$ cat src/rtl/cmig_pkg.sv
`default_nettype none

package cmig_pkg;

  // default limits, handed to the top level parameters
  localparam int unsigned MAX_STACKS_DEF = 4096;
  localparam int unsigned MAX_SLICES_DEF = 256;
  localparam int unsigned MAX_LAYERS_DEF = 64;

  // field and register widths
  localparam int unsigned SC_W   = 9;   // slice_count register
  localparam int unsigned LC_W   = 7;   // layer_count register
  localparam int unsigned STK_W  = 13;  // stack_index
  localparam int unsigned SLC_W  = 9;   // slice_index
  localparam int unsigned IDX_W  = 27;  // vertex index
  localparam int unsigned PS_W   = 16;  // vertices per stack, s*l+1
  localparam int unsigned OFS_W  = 16;  // ring offset inside a stack, j*l
  localparam int unsigned CNT_W  = 6;   // cell counter inside a column
  localparam int unsigned CFG_W  = 9;   // config write data
  localparam int unsigned CFGA_W = 1;   // config register index

  // config register indexes
  localparam logic [CFGA_W-1:0] CFG_SLICE_COUNT = 1'd0;
  localparam logic [CFGA_W-1:0] CFG_LAYER_COUNT = 1'd1;

  localparam logic [SC_W-1:0] SLICE_COUNT_RST = 9'd20;
  localparam logic [LC_W-1:0] LAYER_COUNT_RST = 7'd6;

  // cell kinds
  localparam logic CELL_PRISM = 1'b0;
  localparam logic CELL_HEX   = 1'b1;

  // after range check: k-1, j-1, wrapped next slice, vertices per stack
  typedef struct packed {
    logic [STK_W-1:0] km1;
    logic [SLC_W-1:0] jm1;
    logic [SLC_W-1:0] jnx;
    logic [PS_W-1:0]  per_stack;
    logic [LC_W-1:0]  lc;
  } setup_t;

  // after the multipliers
  typedef struct packed {
    logic [IDX_W-1:0] lo;
    logic [OFS_W-1:0] ofs_a;
    logic [OFS_W-1:0] ofs_b;
    logic [PS_W-1:0]  per_stack;
    logic [LC_W-1:0]  lc;
  } prod_t;

  // first adder stage
  typedef struct packed {
    logic [IDX_W-1:0] lo;
    logic [IDX_W-1:0] lo_a;
    logic [IDX_W-1:0] lo_b;
    logic [PS_W-1:0]  per_stack;
    logic [LC_W-1:0]  lc;
  } part_t;

  // complete column bases for the emitter
  typedef struct packed {
    logic [IDX_W-1:0] lo;
    logic [IDX_W-1:0] lo_a;
    logic [IDX_W-1:0] lo_b;
    logic [IDX_W-1:0] hi;
    logic [IDX_W-1:0] hi_a;
    logic [IDX_W-1:0] hi_b;
    logic [LC_W-1:0]  lc;
  } col_t;

  // one cell
  typedef struct packed {
    logic             kind;
    logic [IDX_W-1:0] ca;
    logic [IDX_W-1:0] cb;
    logic [IDX_W-1:0] cc;
    logic [IDX_W-1:0] cd;
    logic [IDX_W-1:0] ce;
    logic [IDX_W-1:0] cf;
    logic [IDX_W-1:0] cg;
    logic [IDX_W-1:0] ch;
    logic             last;
  } cell_t;

endpackage

`default_nettype wire

$ cat src/rtl/cmig_setup.sv
`default_nettype none

module cmig_setup #(
  parameter int unsigned MAX_STACKS = cmig_pkg::MAX_STACKS_DEF,
  parameter int unsigned MAX_SLICES = cmig_pkg::MAX_SLICES_DEF,
  parameter int unsigned MAX_LAYERS = cmig_pkg::MAX_LAYERS_DEF
) (
  input  wire logic                         clk_i,
  input  wire logic                         rst_ni,
  input  wire logic [cmig_pkg::SC_W-1:0]    slice_count_i,
  input  wire logic [cmig_pkg::LC_W-1:0]    layer_count_i,
  input  wire logic                         valid_i,
  output logic                              ready_o,
  input  wire logic [cmig_pkg::STK_W-1:0]   stack_index_i,
  input  wire logic [cmig_pkg::SLC_W-1:0]   slice_index_i,
  output logic                              valid_o,
  input  wire logic                         ready_i,
  output cmig_pkg::setup_t                  data_o
);

  logic [cmig_pkg::SC_W-1:0] s_eff;
  logic [cmig_pkg::LC_W-1:0] l_eff;
  logic                      in_range;
  logic                      v_q;
  cmig_pkg::setup_t          d_d, d_q;

  // clamp the config to its legal range
  always_comb begin
    priority if (slice_count_i == '0) begin
      s_eff = cmig_pkg::SC_W'(1);
    end else if (32'(slice_count_i) > MAX_SLICES) begin
      s_eff = cmig_pkg::SC_W'(MAX_SLICES);
    end else begin
      s_eff = slice_count_i;
    end
    priority if (layer_count_i == '0) begin
      l_eff = cmig_pkg::LC_W'(1);
    end else if (32'(layer_count_i) > MAX_LAYERS) begin
      l_eff = cmig_pkg::LC_W'(MAX_LAYERS);
    end else begin
      l_eff = layer_count_i;
    end
  end

  assign in_range = (stack_index_i != '0) && (32'(stack_index_i) <= MAX_STACKS) &&
                    (slice_index_i != '0) && (slice_index_i <= s_eff);

  always_comb begin
    d_d.km1       = stack_index_i - cmig_pkg::STK_W'(1);
    d_d.jm1       = slice_index_i - cmig_pkg::SLC_W'(1);
    d_d.jnx       = (slice_index_i == s_eff) ? '0 : slice_index_i;
    d_d.per_stack = cmig_pkg::PS_W'(s_eff) * cmig_pkg::PS_W'(l_eff)
                    + cmig_pkg::PS_W'(1);
    d_d.lc        = l_eff;
  end

  assign ready_o = !v_q || ready_i;

  always_ff @(posedge clk_i or negedge rst_ni) begin
    if (!rst_ni) begin
      v_q <= 1'b0;
    end else if (ready_o) begin
      v_q <= valid_i && in_range;  // out-of-range columns are dropped here
    end
  end

  always_ff @(posedge clk_i) begin
    if (ready_o && valid_i) begin
      d_q <= d_d;
    end
  end

  assign valid_o = v_q;
  assign data_o  = d_q;

endmodule

`default_nettype wire

$ cat src/rtl/cmig_mul.sv
`default_nettype none

module cmig_mul (
  input  wire logic              clk_i,
  input  wire logic              rst_ni,
  input  wire logic              valid_i,
  output logic                   ready_o,
  input  wire cmig_pkg::setup_t  data_i,
  output logic                   valid_o,
  input  wire logic              ready_i,
  output cmig_pkg::prod_t        data_o
);

  localparam int unsigned LO_W = cmig_pkg::STK_W + cmig_pkg::PS_W;

  logic [LO_W-1:0]      lo_full;
  logic                 v_q;
  cmig_pkg::prod_t      d_d, d_q;

  // stack base (k-1)*V, kept modulo the index width
  assign lo_full = LO_W'(data_i.km1) * LO_W'(data_i.per_stack);

  always_comb begin
    d_d.lo        = lo_full[cmig_pkg::IDX_W-1:0];
    d_d.ofs_a     = cmig_pkg::OFS_W'(data_i.jm1) * cmig_pkg::OFS_W'(data_i.lc);
    d_d.ofs_b     = cmig_pkg::OFS_W'(data_i.jnx) * cmig_pkg::OFS_W'(data_i.lc);
    d_d.per_stack = data_i.per_stack;
    d_d.lc        = data_i.lc;
  end

  assign ready_o = !v_q || ready_i;

  always_ff @(posedge clk_i or negedge rst_ni) begin
    if (!rst_ni) begin
      v_q <= 1'b0;
    end else if (ready_o) begin
      v_q <= valid_i;
    end
  end

  always_ff @(posedge clk_i) begin
    if (ready_o && valid_i) begin
      d_q <= d_d;
    end
  end

  assign valid_o = v_q;
  assign data_o  = d_q;

endmodule

`default_nettype wire

$ cat src/rtl/cmig_sum.sv
`default_nettype none

module cmig_sum (
  input  wire logic              clk_i,
  input  wire logic              rst_ni,
  input  wire logic              valid_i,
  output logic                   ready_o,
  input  wire cmig_pkg::prod_t   data_i,
  output logic                   valid_o,
  input  wire logic              ready_i,
  output cmig_pkg::col_t         data_o
);

  logic              v1_q, v2_q;
  logic              rdy1, rdy2;
  cmig_pkg::part_t   p_d, p_q;
  cmig_pkg::col_t    c_d, c_q;

  // first add stage: lower ring bases lo+a+1, lo+b+1
  always_comb begin
    p_d.lo        = data_i.lo;
    p_d.lo_a      = data_i.lo + cmig_pkg::IDX_W'(data_i.ofs_a) + cmig_pkg::IDX_W'(1);
    p_d.lo_b      = data_i.lo + cmig_pkg::IDX_W'(data_i.ofs_b) + cmig_pkg::IDX_W'(1);
    p_d.per_stack = data_i.per_stack;
    p_d.lc        = data_i.lc;
  end

  // second add stage: the upper stack is one stack further
  always_comb begin
    c_d.lo   = p_q.lo;
    c_d.lo_a = p_q.lo_a;
    c_d.lo_b = p_q.lo_b;
    c_d.hi   = p_q.lo   + cmig_pkg::IDX_W'(p_q.per_stack);
    c_d.hi_a = p_q.lo_a + cmig_pkg::IDX_W'(p_q.per_stack);
    c_d.hi_b = p_q.lo_b + cmig_pkg::IDX_W'(p_q.per_stack);
    c_d.lc   = p_q.lc;
  end

  assign rdy2    = !v2_q || ready_i;
  assign rdy1    = !v1_q || rdy2;
  assign ready_o = rdy1;

  always_ff @(posedge clk_i or negedge rst_ni) begin
    if (!rst_ni) begin
      v1_q <= 1'b0;
      v2_q <= 1'b0;
    end else begin
      if (rdy1) begin
        v1_q <= valid_i;
      end
      if (rdy2) begin
        v2_q <= v1_q;
      end
    end
  end

  always_ff @(posedge clk_i) begin
    if (rdy1 && valid_i) begin
      p_q <= p_d;
    end
    if (rdy2 && v1_q) begin
      c_q <= c_d;
    end
  end

  assign valid_o = v2_q;
  assign data_o  = c_q;

endmodule

`default_nettype wire

$ cat src/rtl/cmig_emit.sv
`default_nettype none

module cmig_emit (
  input  wire logic              clk_i,
  input  wire logic              rst_ni,
  input  wire logic              valid_i,
  output logic                   ready_o,
  input  wire cmig_pkg::col_t    data_i,
  output logic                   valid_o,
  input  wire logic              ready_i,
  output cmig_pkg::cell_t        cell_o
);

  logic                        item_v_q;
  cmig_pkg::col_t              col_q;
  logic [cmig_pkg::IDX_W-1:0]  ra_q, rb_q, rc_q, rd_q;   // running corners, layer i-1
  logic [cmig_pkg::CNT_W-1:0]  cnt_q;
  logic                        out_v_q;
  cmig_pkg::cell_t             out_q, cell_d;
  logic                        out_free, fire, last, load;

  assign out_free = !out_v_q || ready_i;
  assign fire     = item_v_q && out_free;
  assign last     = (cmig_pkg::LC_W'(cnt_q) == (col_q.lc - cmig_pkg::LC_W'(1)));
  assign load     = !item_v_q || (fire && last);
  assign ready_o  = load;

  always_comb begin
    cell_d.last = last;
    if (cnt_q == '0) begin
      cell_d.kind = cmig_pkg::CELL_PRISM;
      cell_d.ca   = col_q.lo;
      cell_d.cb   = col_q.lo_a;
      cell_d.cc   = col_q.lo_b;
      cell_d.cd   = col_q.hi;
      cell_d.ce   = col_q.hi_a;
      cell_d.cf   = col_q.hi_b;
      cell_d.cg   = '0;
      cell_d.ch   = '0;
    end else begin
      cell_d.kind = cmig_pkg::CELL_HEX;
      cell_d.ca   = ra_q;
      cell_d.cb   = ra_q + cmig_pkg::IDX_W'(1);
      cell_d.cc   = rb_q + cmig_pkg::IDX_W'(1);
      cell_d.cd   = rb_q;
      cell_d.ce   = rc_q;
      cell_d.cf   = rc_q + cmig_pkg::IDX_W'(1);
      cell_d.cg   = rd_q + cmig_pkg::IDX_W'(1);
      cell_d.ch   = rd_q;
    end
  end

  always_ff @(posedge clk_i or negedge rst_ni) begin
    if (!rst_ni) begin
      item_v_q <= 1'b0;
      out_v_q  <= 1'b0;
      cnt_q    <= '0;
    end else begin
      if (load) begin
        item_v_q <= valid_i;
        cnt_q    <= '0;
      end else if (fire) begin
        cnt_q <= cnt_q + cmig_pkg::CNT_W'(1);
      end
      if (fire) begin
        out_v_q <= 1'b1;
      end else if (ready_i) begin
        out_v_q <= 1'b0;
      end
    end
  end

  always_ff @(posedge clk_i) begin
    if (fire) begin
      out_q <= cell_d;
    end
    if (load && valid_i) begin
      col_q <= data_i;
      ra_q  <= data_i.lo_a;
      rb_q  <= data_i.lo_b;
      rc_q  <= data_i.hi_a;
      rd_q  <= data_i.hi_b;
    end else if (fire && (cnt_q != '0)) begin
      ra_q <= ra_q + cmig_pkg::IDX_W'(1);
      rb_q <= rb_q + cmig_pkg::IDX_W'(1);
      rc_q <= rc_q + cmig_pkg::IDX_W'(1);
      rd_q <= rd_q + cmig_pkg::IDX_W'(1);
    end
  end

  assign valid_o = out_v_q;
  assign cell_o  = out_q;

endmodule

`default_nettype wire

$ cat src/rtl/cylinder_mesh_cell_index_gen_core.sv
`default_nettype none

// Cell connectivity generator for a structured cylindrical mesh. Each input
// transfer names one column (stack_index k from one, slice_index j from one to
// the slice count); the block answers with one centre prism (corner_g/h zero)
// followed by one hexahedron per adjacent pair of radial layers, last_cell set
// on the final cell. Vertex numbering per stack is a centre vertex and then
// slice-major, layer-minor ring vertices; the last slice wraps to slice zero.
// Columns with k or j out of range produce no cells. Slice and layer counts
// are clamped to one..MAX and should only be written while no column is in
// flight. Flow: a column passes a four-register front end (range check,
// multipliers, two adder stages), then the emitter's column register and
// the cell output register; the cell emitter issues one cell per cycle
// while the output is ready, layer_count cells (clamped) per column. The
// front end takes a new column every cycle while it has room and keeps up
// to four columns queued behind the emitter.
module cylinder_mesh_cell_index_gen_core #(
  parameter int unsigned MAX_STACKS = cmig_pkg::MAX_STACKS_DEF,
  parameter int unsigned MAX_SLICES = cmig_pkg::MAX_SLICES_DEF,
  parameter int unsigned MAX_LAYERS = cmig_pkg::MAX_LAYERS_DEF
) (
  input  wire logic                          clk_i,
  input  wire logic                          rst_ni,
  // configuration writes
  input  wire logic                          cfg_we_i,
  input  wire logic [cmig_pkg::CFGA_W-1:0]   cfg_index_i,
  input  wire logic [cmig_pkg::CFG_W-1:0]    cfg_data_i,
  // column input
  input  wire logic                          in_valid_i,
  output logic                               in_ready_o,
  input  wire logic [cmig_pkg::STK_W-1:0]    stack_index_i,
  input  wire logic [cmig_pkg::SLC_W-1:0]    slice_index_i,
  // cell output
  output logic                               out_valid_o,
  input  wire logic                          out_ready_i,
  output logic                               cell_kind_o,
  output logic [cmig_pkg::IDX_W-1:0]         corner_a_o,
  output logic [cmig_pkg::IDX_W-1:0]         corner_b_o,
  output logic [cmig_pkg::IDX_W-1:0]         corner_c_o,
  output logic [cmig_pkg::IDX_W-1:0]         corner_d_o,
  output logic [cmig_pkg::IDX_W-1:0]         corner_e_o,
  output logic [cmig_pkg::IDX_W-1:0]         corner_f_o,
  output logic [cmig_pkg::IDX_W-1:0]         corner_g_o,
  output logic [cmig_pkg::IDX_W-1:0]         corner_h_o,
  output logic                               last_cell_o
);

  logic [cmig_pkg::SC_W-1:0] slice_count_q;
  logic [cmig_pkg::LC_W-1:0] layer_count_q;

  logic              setup_v, setup_rdy;
  cmig_pkg::setup_t  setup_d;
  logic              prod_v, prod_rdy;
  cmig_pkg::prod_t   prod_d;
  logic              col_v, col_rdy;
  cmig_pkg::col_t    col_d;
  cmig_pkg::cell_t   emit_cell;

  // config registers, plain write port
  always_ff @(posedge clk_i or negedge rst_ni) begin
    if (!rst_ni) begin
      slice_count_q <= cmig_pkg::SLICE_COUNT_RST;
      layer_count_q <= cmig_pkg::LAYER_COUNT_RST;
    end else if (cfg_we_i) begin
      unique case (cfg_index_i)
        cmig_pkg::CFG_SLICE_COUNT: slice_count_q <= cfg_data_i[cmig_pkg::SC_W-1:0];
        cmig_pkg::CFG_LAYER_COUNT: layer_count_q <= cfg_data_i[cmig_pkg::LC_W-1:0];
        default: ;
      endcase
    end
  end

  // stage 1: clamp, range check, per-stack vertex count
  cmig_setup #(
    .MAX_STACKS (MAX_STACKS),
    .MAX_SLICES (MAX_SLICES),
    .MAX_LAYERS (MAX_LAYERS)
  ) u_setup (
    .clk_i         (clk_i),
    .rst_ni        (rst_ni),
    .slice_count_i (slice_count_q),
    .layer_count_i (layer_count_q),
    .valid_i       (in_valid_i),
    .ready_o       (in_ready_o),
    .stack_index_i (stack_index_i),
    .slice_index_i (slice_index_i),
    .valid_o       (setup_v),
    .ready_i       (setup_rdy),
    .data_o        (setup_d)
  );

  // stage 2: stack base and ring offsets
  cmig_mul u_mul (
    .clk_i   (clk_i),
    .rst_ni  (rst_ni),
    .valid_i (setup_v),
    .ready_o (setup_rdy),
    .data_i  (setup_d),
    .valid_o (prod_v),
    .ready_i (prod_rdy),
    .data_o  (prod_d)
  );

  // stages 3 and 4: lower then upper corner bases
  cmig_sum u_sum (
    .clk_i   (clk_i),
    .rst_ni  (rst_ni),
    .valid_i (prod_v),
    .ready_o (prod_rdy),
    .data_i  (prod_d),
    .valid_o (col_v),
    .ready_i (col_rdy),
    .data_o  (col_d)
  );

  // column register and cell output register, one cell per cycle while the output is ready
  cmig_emit u_emit (
    .clk_i   (clk_i),
    .rst_ni  (rst_ni),
    .valid_i (col_v),
    .ready_o (col_rdy),
    .data_i  (col_d),
    .valid_o (out_valid_o),
    .ready_i (out_ready_i),
    .cell_o  (emit_cell)
  );

  assign cell_kind_o = emit_cell.kind;
  assign corner_a_o  = emit_cell.ca;
  assign corner_b_o  = emit_cell.cb;
  assign corner_c_o  = emit_cell.cc;
  assign corner_d_o  = emit_cell.cd;
  assign corner_e_o  = emit_cell.ce;
  assign corner_f_o  = emit_cell.cf;
  assign corner_g_o  = emit_cell.cg;
  assign corner_h_o  = emit_cell.ch;
  assign last_cell_o = emit_cell.last;

  // the upper face of a prism is the lower face shifted by one stack
  a_prism_faces: assert property (@(posedge clk_i) disable iff (!rst_ni)
    out_valid_o && (cell_kind_o == cmig_pkg::CELL_PRISM) |->
      ((corner_e_o - corner_d_o) == (corner_b_o - corner_a_o)))
    else $error("prism upper face does not match lower face");

  // a hexahedron spans two adjacent layers on both slices
  a_hex_layers: assert property (@(posedge clk_i) disable iff (!rst_ni)
    out_valid_o && (cell_kind_o == cmig_pkg::CELL_HEX) |->
      (corner_b_o == corner_a_o + cmig_pkg::IDX_W'(1)) &&
      (corner_c_o == corner_d_o + cmig_pkg::IDX_W'(1)))
    else $error("hexahedron corners not on adjacent layers");

  // inside a column the next cell follows at once and is a hexahedron
  a_column_run: assert property (@(posedge clk_i) disable iff (!rst_ni)
    out_valid_o && out_ready_i && !last_cell_o |=>
      out_valid_o && (cell_kind_o == cmig_pkg::CELL_HEX))
    else $error("column cells not contiguous");

  // a new column always opens with its prism
  a_column_start: assert property (@(posedge clk_i) disable iff (!rst_ni)
    out_valid_o && out_ready_i && last_cell_o |=>
      !out_valid_o || (cell_kind_o == cmig_pkg::CELL_PRISM))
    else $error("column does not start with a prism");

endmodule

`default_nettype wire
$ cat config.mk
export PLATFORM = sky130hd
export DESIGN_NAME = cylinder_mesh_cell_index_gen_core
export DESIGN_NICKNAME = d
export VERILOG_FILES = /design/src/rtl/cmig_pkg.sv /design/src/rtl/cmig_setup.sv /design/src/rtl/cmig_mul.sv /design/src/rtl/cmig_sum.sv /design/src/rtl/cmig_emit.sv /design/src/rtl/cylinder_mesh_cell_index_gen_core.sv
export SDC_FILE = /design/constraint.sdc
export NUM_CORES = 2
export LEC_CHECK = 0
export ABC_AREA = 1
export BUFFER_PORTS_ARGS = -buffer_cell sky130_fd_sc_hd__buf_2
export CORE_ASPECT_RATIO = 0.8
export CORE_MARGIN = 2
export CORE_UTILIZATION = 60
export DETAILED_ROUTE_END_ITERATION = 6
export GPL_TIMING_DRIVEN = 0
export PLACE_DENSITY = 0.78
export SYNTH_ARGS = -nofsm -noshare
export SYNTH_HDL_FRONTEND = slang
export SYNTH_SLANG_ARGS = --single-unit
$ cat constraint.sdc
create_clock -name clk_i -period 17.9 [get_ports clk_i]
set_clock_uncertainty 0.05 [all_clocks]
set_input_delay 2.685 -clock clk_i [delete_from_list [all_inputs] [get_ports clk_i]]
set_output_delay 2.685 -clock clk_i [all_outputs]
set_load 0.005 [all_outputs]
==> impl_metrics.toml <==
[layout]
antennaDiodeCount = 0
mostFrequentLayoutCells = "nand2_1, edfxtp_1, inv_1"
final_common_cell = "nand2_1"
multiInputGateArea_um2 = 21800
area_growth_pct = 11.6
ff_latch_area_um2 = 27900
nFillCells = 6713
drive_gt1_share_pct = 8.11
num-nets-final = 6187

[synthesis]
synth_edf_count = 904
synthMuxAreaShare_pct = 0.0211
synth_area_leaders = "edfxtp_1, nand2_1, fa_1"
yosys.area_share.adder_pct = 16.0
synth_nets = 5824
synthArstFlopShare_pct = 3.00
synth_xor_area_share_pct = 4.67
yosysTopAreaCell = "edfxtp_1"
synth_cells = 5261
synth_area_um2 = 53500
synth_compound_area_share_pct = 4.31
ys.flop_type = "edfxtp_1"
synth.ff_latch_count = 932
synth_warnings = 0
synth-simple-area-share_pct = 15.8
avgSynthCellArea_um2 = 10.2
yosysUniqueCellTypes = 51
ys_seq_area_share_pct = 52.1
synth_top_family_by_area = "adder cells"
synth_top_area_share_pct = 50.7

[timing]
setup_tns_ns = 0
setup_violations = 0
fmax_mhz = 139
period_minus_slack_ns = 7.18
tightest_slew_ns = 1.30
slew_violations = 0
post-route-period-util_pct = 40.1
slew_headroom_pct = 13.5
worst_slack_ns = 10.72
timing_hold_violations_final = 0
rsz0062_at_grt = "no"

[critical_path]
crit_start = "out_ready_i"
crit_end = "in_ready_o"
start_kind = "input port"
endpoint_kind = "primary output"
path_buf_inv = 3
crit_type = "in -> out"
crit_path_max_incr_delay_ns = 0.49
crit_cells = 8
path_max_fanout = 4
worst_ep_arrival_time_ns = 4.44
path_delay_family = "simple AND/OR/NAND/NOR gates"
worst_path_max_delay_cell = "nor2_1"
timing.rr.end = "u_mul.data_o[76]"
r2r_cells = 20
regToRegSetupSlack_ns = 11.86
reg2reg_from = "u_setup.data_o[48]"
cp.required_ns = 15.16
crit_chain = "buf_2 -> nor2_1 -> inv_1 -> nand3_1 -> nand4_1 -> nor2_1 -> nand2_1 -> buf_2"

[routing]
dr.pass1.iters = 7
drt_iter0_markers = 4226
avgViaCountPerCell = 5.55
drc = 11
ant_nets = 0
vias = 38200
drt_wl_total_um = 142000
wl_per_cell_um = 20.6

[grt]
grt_use_total_pct = 31.6
grt_pass1_vias = 36900
globalRouteOverflowTotal = 0
grt_pass1_wl_um = 217000
antenna_found_initial = 5
grt_start_max_net_pins = 132

[cts]
htreeDepth = 3
cts_hold_buffers = 0
cts_buffer_depth = 3
post-cts-setup-buffers = 0
clock_latency_ns = 0.67
cts.sink_count = 932
clkTransAtPathRegs_ns = 0.06
cts_tree = "built"
clock-root-buffer = "clkbuf_16"
numCtsBuffers = 92
cts_resized = 0

[floorplan]
die-area_um2 = 91600
io_pins = 257
die_w_um = 338
rows = 97
core_area_um2 = 88000
fp.dieH_um = 271
start_util_pct = 60.8

[hold_path]
holdCritStartpoint = "u_mul.data_o[8]"
hold_path.class = "reg -> reg"

[placement]
dp_hpwl_um = 111000
gp_congestion = 0.943
io_buffers = 256
dp_slack_ns = 10.79

[run_status]
violations = "design-rule violations"
status = "complete, but fails checks"

[job]
maxCapViolations = 0
-- state kept, by name (all words and copies together), names as in the netlist, 6 cells and up --
| name | cells |
|---|---|
| u_sum.p_q | 16 |
| u_emit.cnt_q | 6 |
| u_setup.data_o | 54 |
| layer_count_q | 7 |
| u_sum.data_o | 169 |
| slice_count_q | 9 |
| u_emit.col_q | 169 |
| u_emit.ra_q | 27 |
| u_mul.data_o | 82 |
| u_emit.rc_q | 27 |
| u_emit.rb_q | 27 |
| u_emit.cell_o | 218 |
| u_emit.rd_q | 27 |
| u_sum.c_d | 88 |
-- cell usage after synthesis, drive strengths merged (2+ instances only) --
| library cell | count |
|---|---|
| clkbuf | 103 |
| fa | 260 |
| a21oi | 156 |
| dfstp | 4 |
| a21o | 11 |
| edfxtp | 904 |
| nand3b | 6 |
| xnor2 | 63 |
| o22ai | 7 |
| and3 | 2 |
| a21boi | 8 |
| or2 | 2 |
| xor2 | 222 |
| nand3 | 166 |
| clkinv | 2 |
| nand4 | 64 |
| nor2 | 271 |
| and2 | 4 |
| inv | 869 |
| o2111ai | 4 |
| nor4 | 23 |
| nor3 | 65 |
| o21bai | 15 |
| nand2 | 1477 |
| o21ai | 219 |
| o21a | 4 |
| buf | 23 |
| a31oi | 4 |
| dfrtp | 24 |
| ha | 266 |
| nor3b | 4 |
-- metal layers --
| layer | routed length, um | vias to the layer above | track usage [%] |
|---|---|---|---|
| li1 | - | 17800 | - |
| met1 | 58800 | 18400 | 45.3 |
| met2 | 65300 | 1722 | 49.5 |
| met3 | 13500 | 259 | 5.50 |
| met4 | 4550 | 2 | 9.96 |
| met5 | 7 | - | 0 |
-- cell type report --
type                            instances  share of cell area [%]
Buffer                                126                   0.972
Clock buffer                          108                    4.06
Clock inverter                         62                    1.15
Inverter                              871                    5.49
Multi-Input combinational cell       3332                    36.6
Sequential cell                       932                    46.6
Tap cell                             1188                    2.49
Timing Repair Buffer                  269                    2.63
-- logic make-up after synthesis --
group           Yosys count
mux                       1
fa+ha+maj               526
compound gates          433
xor+xnor                285
buf+inv                 997
simple gates           2087
flops                   932
-- worst min-delay path by stage --
stage	to	slack (ns)	cells after the start
final	u_sum.p_q[8]	0.34	0
after global routing	u_sum.p_q[8]	0.35	0
after CTS	u_sum.p_q[8]	0.34	0
after detailed placement	u_emit.col_q[155]	0.35	0
after global placement	u_sum.p_q[7]	0.35	0
after floorplan	u_emit.col_q[0]	0.35	0
-- metrics by stage --
stage               instances  hold WS (ns)  area, um2  utilization, %
global placement         6705         0.351      56300            63.9
floorplan                5261         0.350      53500               -
CTS                      6888         0.340      59700            67.9
detailed placement       6718         0.355      56600            64.3
global route             6888         0.346      59700            67.9
finish                   6888         0.341      59700            67.9
Power is left out: the tool's default activity adds up to more than one toggle a clock period on the data nets, which glitch-free logic cannot reach.
